`config.mk`:
```
export PLATFORM = sky130hd
export DESIGN_NAME = base64_stream_encoder
export DESIGN_NICKNAME = d
export VERILOG_FILES = /design/src/rtl/b64_pkg.sv /design/src/rtl/b64_front.sv /design/src/rtl/b64_queue.sv /design/src/rtl/b64_back.sv /design/src/rtl/base64_stream_encoder.sv
export SDC_FILE = /design/constraint.sdc
export NUM_CORES = 1
export LEC_CHECK = 0
export BUFFER_PORTS_ARGS = -buffer_cell sky130_fd_sc_hd__clkbuf_2
export CORE_ASPECT_RATIO = 0.75
export CORE_MARGIN = 4
export CORE_UTILIZATION = 62
export DETAILED_ROUTE_END_ITERATION = 10
export PLACE_DENSITY = 0.86
export SYNTH_ARGS = -nofsm -noshare
export SYNTH_HDL_FRONTEND = slang
export SYNTH_SLANG_ARGS = --single-unit
```
`constraint.sdc`:
```
create_clock -name aclk -period 3 [get_ports aclk]
set_input_delay 0.9 -clock aclk [delete_from_list [all_inputs] [get_ports aclk]]
set_output_delay 0.9 -clock aclk [all_outputs]
set_load 0.05 [all_outputs]
```
`src/rtl/b64_pkg.sv`:
```
package b64_pkg;

    localparam int QUEUE_DEPTH = 2;
    localparam int QPTR_W      = $clog2(QUEUE_DEPTH);
    localparam int QCNT_W      = $clog2(QUEUE_DEPTH + 1);

    localparam logic [6:0] PAD_CHAR = 7'h3D;

    typedef struct packed {
        logic [7:0] data_byte;
        logic       final_byte;
    } in_word_t;

    typedef struct packed {
        logic [6:0] out_char;
        logic       final_char;
    } out_word_t;

    // Up to four characters produced by one input byte.
    typedef struct packed {
        logic [3:0][6:0] chars;
        logic [1:0]      last_idx;
        logic            fin;
    } job_t;

    // Standard base64 alphabet.
    function automatic logic [6:0] sextet_char(input logic [5:0] v);
        logic [6:0] ch;
        if (v < 6'd26) begin
            ch = 7'h41 + {1'b0, v};
        end else if (v < 6'd52) begin
            ch = 7'h61 + {1'b0, v} - 7'd26;
        end else if (v < 6'd62) begin
            ch = 7'h30 + {1'b0, v} - 7'd52;
        end else if (v == 6'd62) begin
            ch = 7'h2B;
        end else begin
            ch = 7'h2F;
        end
        return ch;
    endfunction

endpackage

```
`src/rtl/b64_front.sv`:
```
module b64_front
    import b64_pkg::*;
(
    input  logic     aclk,
    input  logic     aresetn,
    input  logic     in_valid,
    input  in_word_t in_data,
    input  logic     push_ready,
    output logic     push_valid,
    output job_t     push_job
);

    typedef enum logic [1:0] {
        PH_FIRST,
        PH_SECOND,
        PH_THIRD
    } phase_t;

    phase_t     phase_reg, phase_next;
    logic [3:0] carry_reg, carry_next;
    job_t       job;
    logic [7:0] b;
    logic       fin;

    assign b          = in_data.data_byte;
    assign fin        = in_data.final_byte;
    assign push_valid = in_valid;
    assign push_job   = job;

    // Classify the byte by group position and build its character list.
    always_comb begin
        job        = '0;
        phase_next = phase_reg;
        carry_next = carry_reg;
        unique case (phase_reg)
            PH_SECOND: begin
                job.chars[0] = sextet_char({carry_reg[1:0], b[7:4]});
                if (fin) begin
                    job.chars[1] = sextet_char({b[3:0], 2'b00});
                    job.chars[2] = PAD_CHAR;
                    job.last_idx = 2'd2;
                    job.fin      = 1'b1;
                    phase_next   = PH_FIRST;
                    carry_next   = 4'd0;
                end else begin
                    job.last_idx = 2'd0;
                    phase_next   = PH_THIRD;
                    carry_next   = b[3:0];
                end
            end
            PH_THIRD: begin
                job.chars[0] = sextet_char({carry_reg, b[7:6]});
                job.chars[1] = sextet_char(b[5:0]);
                job.last_idx = 2'd1;
                job.fin      = fin;
                phase_next   = PH_FIRST;
                carry_next   = 4'd0;
            end
            default: begin
                job.chars[0] = sextet_char(b[7:2]);
                if (fin) begin
                    job.chars[1] = sextet_char({b[1:0], 4'b0000});
                    job.chars[2] = PAD_CHAR;
                    job.chars[3] = PAD_CHAR;
                    job.last_idx = 2'd3;
                    job.fin      = 1'b1;
                    phase_next   = PH_FIRST;
                    carry_next   = 4'd0;
                end else begin
                    job.last_idx = 2'd0;
                    phase_next   = PH_SECOND;
                    carry_next   = {2'b00, b[1:0]};
                end
            end
        endcase
    end

    always_ff @(posedge aclk) begin
        if (!aresetn) begin
            phase_reg <= PH_FIRST;
            carry_reg <= 4'd0;
        end else if (in_valid && push_ready) begin
            phase_reg <= phase_next;
            carry_reg <= carry_next;
        end
    end

endmodule

```
`src/rtl/b64_queue.sv`:
```
module b64_queue
    import b64_pkg::*;
(
    input  logic aclk,
    input  logic aresetn,
    input  logic push_valid,
    output logic push_ready,
    input  job_t push_job,
    output logic pop_valid,
    input  logic pop_ready,
    output job_t pop_job
);

    job_t              entry_reg [QUEUE_DEPTH];
    logic [QPTR_W-1:0] wr_ptr_reg, rd_ptr_reg;
    logic [QCNT_W-1:0] count_reg;
    logic              do_push, do_pop;

    assign push_ready = (count_reg != QCNT_W'(QUEUE_DEPTH));
    assign pop_valid  = (count_reg != '0);
    assign pop_job    = entry_reg[rd_ptr_reg];
    assign do_push    = push_valid && push_ready;
    assign do_pop     = pop_valid && pop_ready;

    always_ff @(posedge aclk) begin
        if (do_push) begin
            entry_reg[wr_ptr_reg] <= push_job;
        end
    end

    always_ff @(posedge aclk) begin
        if (!aresetn) begin
            wr_ptr_reg <= '0;
            rd_ptr_reg <= '0;
            count_reg  <= '0;
        end else begin
            if (do_push) begin
                wr_ptr_reg <= wr_ptr_reg + QPTR_W'(1);
            end
            if (do_pop) begin
                rd_ptr_reg <= rd_ptr_reg + QPTR_W'(1);
            end
            if (do_push && !do_pop) begin
                count_reg <= count_reg + QCNT_W'(1);
            end else if (do_pop && !do_push) begin
                count_reg <= count_reg - QCNT_W'(1);
            end
        end
    end

endmodule

```
`src/rtl/b64_back.sv`:
```
module b64_back
    import b64_pkg::*;
(
    input  logic      aclk,
    input  logic      aresetn,
    input  logic      head_valid,
    input  job_t      head_job,
    output logic      head_pop,
    output logic      m_valid,
    input  logic      m_ready,
    output out_word_t m_data
);

    logic       m_valid_reg, m_valid_next;
    out_word_t  m_data_reg, m_data_next;
    logic [1:0] idx_reg, idx_next;
    logic       load, last;

    assign load     = head_valid && (!m_valid_reg || m_ready);
    assign last     = (idx_reg == head_job.last_idx);
    assign head_pop = load && last;
    assign m_valid  = m_valid_reg;
    assign m_data   = m_data_reg;

    always_comb begin
        m_valid_next = m_valid_reg;
        m_data_next  = m_data_reg;
        idx_next     = idx_reg;
        if (load) begin
            m_valid_next           = 1'b1;
            m_data_next.out_char   = head_job.chars[idx_reg];
            m_data_next.final_char = head_job.fin && last;
            idx_next               = last ? 2'd0 : idx_reg + 2'd1;
        end else if (m_ready) begin
            m_valid_next = 1'b0;
        end
    end

    always_ff @(posedge aclk) begin
        if (!aresetn) begin
            m_valid_reg <= 1'b0;
            idx_reg     <= 2'd0;
        end else begin
            m_valid_reg <= m_valid_next;
            idx_reg     <= idx_next;
        end
        m_data_reg <= m_data_next;
    end

endmodule

```
`src/rtl/base64_stream_encoder.sv`:
```
// Streaming base64 encoder, standard alphabet with '=' padding.
// Input channel (s_valid/s_ready/s_data): one source byte per word, with
// final_byte high on the last byte of a message.
// Output channel (m_valid/m_ready/m_data): one ASCII character per word,
// with final_char high on the last character of the encoded message.
// Each byte yields one or two characters; a final byte that ends a group
// early also yields the partial character and padding, up to four
// characters in all. The first character of a byte passes the queue
// entry and then the output register after the byte is accepted. The
// output register drains one character per cycle while m_ready is high,
// which sets throughput: each character of a byte takes its own slot.
// The front stage tracks group position and carried bits and hands a
// character list for each byte to a 2-entry queue; the back stage walks
// that list into the output register.
// Reset (aresetn low, synchronous) drops any partial group, empties the
// queue and clears m_valid. When the receiver stalls, the output word
// holds, the queue fills, and s_ready drops once both entries are taken.
module base64_stream_encoder
    import b64_pkg::*;
(
    input  logic      aclk,
    input  logic      aresetn,
    input  logic      s_valid,
    output logic      s_ready,
    input  in_word_t  s_data,
    output logic      m_valid,
    input  logic      m_ready,
    output out_word_t m_data
);

    logic push_valid, push_ready;
    job_t push_job;
    logic head_valid, head_pop;
    job_t head_job;

    // Accept a byte whenever the queue has room.
    assign s_ready = push_ready;

    b64_front u_front (
        .aclk       (aclk),
        .aresetn    (aresetn),
        .in_valid   (s_valid),
        .in_data    (s_data),
        .push_ready (push_ready),
        .push_valid (push_valid),
        .push_job   (push_job)
    );

    // Decouple classification from character output.
    b64_queue u_queue (
        .aclk       (aclk),
        .aresetn    (aresetn),
        .push_valid (push_valid),
        .push_ready (push_ready),
        .push_job   (push_job),
        .pop_valid  (head_valid),
        .pop_ready  (head_pop),
        .pop_job    (head_job)
    );

    // Emit one character per cycle while m_ready holds; advance to the next list on the last.
    b64_back u_back (
        .aclk       (aclk),
        .aresetn    (aresetn),
        .head_valid (head_valid),
        .head_job   (head_job),
        .head_pop   (head_pop),
        .m_valid    (m_valid),
        .m_ready    (m_ready),
        .m_data     (m_data)
    );

endmodule

```
==> impl_metrics.env <==
export IMPL_status="complete, no violations"
export IMPL_numPortBuffers=22
export IMPL_maxSlewHeadroom_pct=62.7
export IMPL_area_growth_pct=10.6
export IMPL_nets=500
export IMPL_netlist_area_sq_um=4250
export IMPL_r2r_cells=6
export IMPL_async_flop_share_pct=0
export IMPL_finalClockSkew_ps=9.03
export IMPL_p_leak_uw=0.00178
export IMPL_core_area_sq_um=6470
export IMPL_hpwlAfterDp_microns=8400
export IMPL_final_cell_mix="44 x edfxtp_1, 29 x nor2_1, 26 x buf_4"
export IMPL_routabilityCongestion=0.982
export IMPL_cts_repair_resize_count=0
export IMPL_path_clk_slew_ps=70
export IMPL_htreeDepth=3
export IMPL_antenna_found_initial=0
export IMPL_antenna_cells=0
export IMPL_grt_ovfl_total=0
export IMPL_finalMaxSlewViolations=0
export IMPL_postCtsSetupRepairBufs=0
export IMPL_post_drt_via_cell_ratio=6.63
export IMPL_synth_nets=470
export IMPL_drive_gt1_share_pct=20.6
export IMPL_drtIter0Drc=430
export IMPL_pin_count=23
export IMPL_yosys_warnings=0
export IMPL_synth_seq_area_share_pct=37.7
export IMPL_timing_worst_slew_pin_value_ps=558
export IMPL_largest_reg_flops=36
export IMPL_cts_hold_fix_buffers=0
export IMPL_routed_wl_microns=11200
export IMPL_fp_dieArea_sq_um=8260
export IMPL_clk_latency_ps=330
export IMPL_ant_nets=0
export IMPL_fin_setup_tns_ps=0
export IMPL_vias=3654
export IMPL_fillers=443
export IMPL_holdPathStages=2
export IMPL_ys_ff_latch=58
export IMPL_ys_flop_type="edfxtp_1"
export IMPL_grt_first_pass_wirelength_microns=18000
export IMPL_cp_end_kind="flop"
export IMPL_timing_final_crit_share_pct=91.0
export IMPL_arrival_ps=2780
export IMPL_cp_max_fo=12
export IMPL_setup_viol=0
export IMPL_grt_max_degree=20
export IMPL_routedWlPerCell_microns=20.4
export IMPL_die_h_microns=79.7
export IMPL_ir_worst_vdd_v=0.000397
export IMPL_drc=0
export IMPL_cp_start_kind="input port"
export IMPL_final_common_cell="edfxtp_1"
export IMPL_required_ps=3050
export IMPL_clk_path_buf_depth=2
export IMPL_hold_violations=0
export IMPL_rsz0062_at_grt="false"
export IMPL_start_util_pct=65.7
export IMPL_criticalPathCategory="input port to flop"
export IMPL_die_w_microns=104
export IMPL_fmax_mhz=366
export IMPL_power_density_nw_per_um2=681
export IMPL_drt_pass1_iterations=8
export IMPL_hold_class="flop to flop"
export IMPL_cts_tree="done"
export IMPL_cts_buffers=9
export IMPL_ys_types=73
export IMPL_avgSynthCellArea_sq_um=9.77
export IMPL_post_dp_cell_area_sq_um=4490
export IMPL_clock_root_buffer="clkbuf_8"
export IMPL_grt_pass1_vias=3483
export IMPL_fin_crit_ps=2730
export IMPL_cts_num_sinks=58
export IMPL_synthCells=435
export IMPL_maxCapViolCount=0
export IMPL_synth_edf_count=44
export IMPL_grtUsageTotal_pct=28.0
export IMPL_stdcell_area_sq_um=4700
export IMPL_row_count=25
[per-stage QoR]
stage | power, uW | setup slack, ps | hold slack (ps) | instances | util [%]
6_report | 3200 | 270 | 539 | 551 | 72.6
5_1_grt | 3360 | 94.2 | 597 | 551 | 72.6
4_1_cts | 3210 | 311 | 539 | 551 | 72.6
3_5_place_dp | 2440 | -37.5 | 529 | 535 | 69.4
3_3_place_gp | 2390 | 39.2 | 511 | 535 | 69.4
2_1_floorplan | 2130 | 279 | 491 | 435 | -
[where the power goes]
part	internal, uW	switching (uW)	leakage (uW)
Sequential	1110	104	0.000530
Clock	466	294	0.000107
Combinational	443	789	0.00114
Total	2020	1190	0.00178
[critical path, cell delays in order]
cell and delay (ps):
clkbuf_2 150, ha_1 370, a21o_1 280, a221oi_1 400, a311oi_1 110, a2111oi_0 430, a31oi_1 140
[final cells by class]
type	count	area, sq um	share of cell area, %
Inverter	28	105	2.24
Timing Repair Buffer	48	305	6.49
Clock inverter	5	78.8	1.68
Tap cell	81	101	2.16
Sequential cell	58	1600	34.1
Clock buffer	11	131	2.79
Multi-Input combinational cell	320	2380	50.6
[Yosys cell counts (all sizes together) (9+ instances only)]
master / instances / share of area, %
clkbuf: 9 / 0.79
xnor2: 13 / 2.7
nand2b: 10 / 1.5
dfxtp: 14 / 6.6
edfxtp: 44 / 31
nor2: 30 / 2.7
a21oi: 20 / 3.1
nand3: 17 / 2.0
nor2b: 14 / 2.1
buf: 20 / 3.1
o21ai: 28 / 3.4
ha: 22 / 6.5
nor3: 15 / 2.2
inv: 26 / 2.3
nand2: 25 / 2.3
[logic make-up (layout without fill, tap and decap cells)]
| group | count (synthesis) | in the layout | synth area share (%) |
|---|---|---|---|
| muxes | 21 | 21 | 7.65 |
| adders and majority gates | 22 | 22 | 6.47 |
| AOI/OAI and AO/OA | 129 | 129 | 22.5 |
| DFF | 58 | 58 | 37.7 |
| buffers and inverters | 57 | 92 | 6.39 |
| and+or+nand+nor | 131 | 131 | 15.9 |
| xor gates and xnor gates | 17 | 17 | 3.50 |
[per-layer routing]
layer | up-vias | global-route usage [%] | share of wire [%]
met5 | - | 0 | 0
met4 | 0 | 9.43 | 2.0
met3 | 31 | 7.19 | 13
met2 | 267 | 42.9 | 43
met1 | 1672 | 39.1 | 42
li1 | 1684 | - | -
[path summary, 6_finish.rpt]
path	startpoint	end	slack (ps)
worst max-delay path	s_data[8]	u_queue.entry_reg[1][7]	270
worst min-delay path	u_front.phase_reg[1]	u_front.phase_reg[1]	540
worst max register to register	u_front.carry_reg[0]	u_queue.entry_reg[1][7]	490
worst min register to register	u_front.phase_reg[1]	u_front.phase_reg[1]	540
No activity file was read; power rests on OpenSTA's default activity.
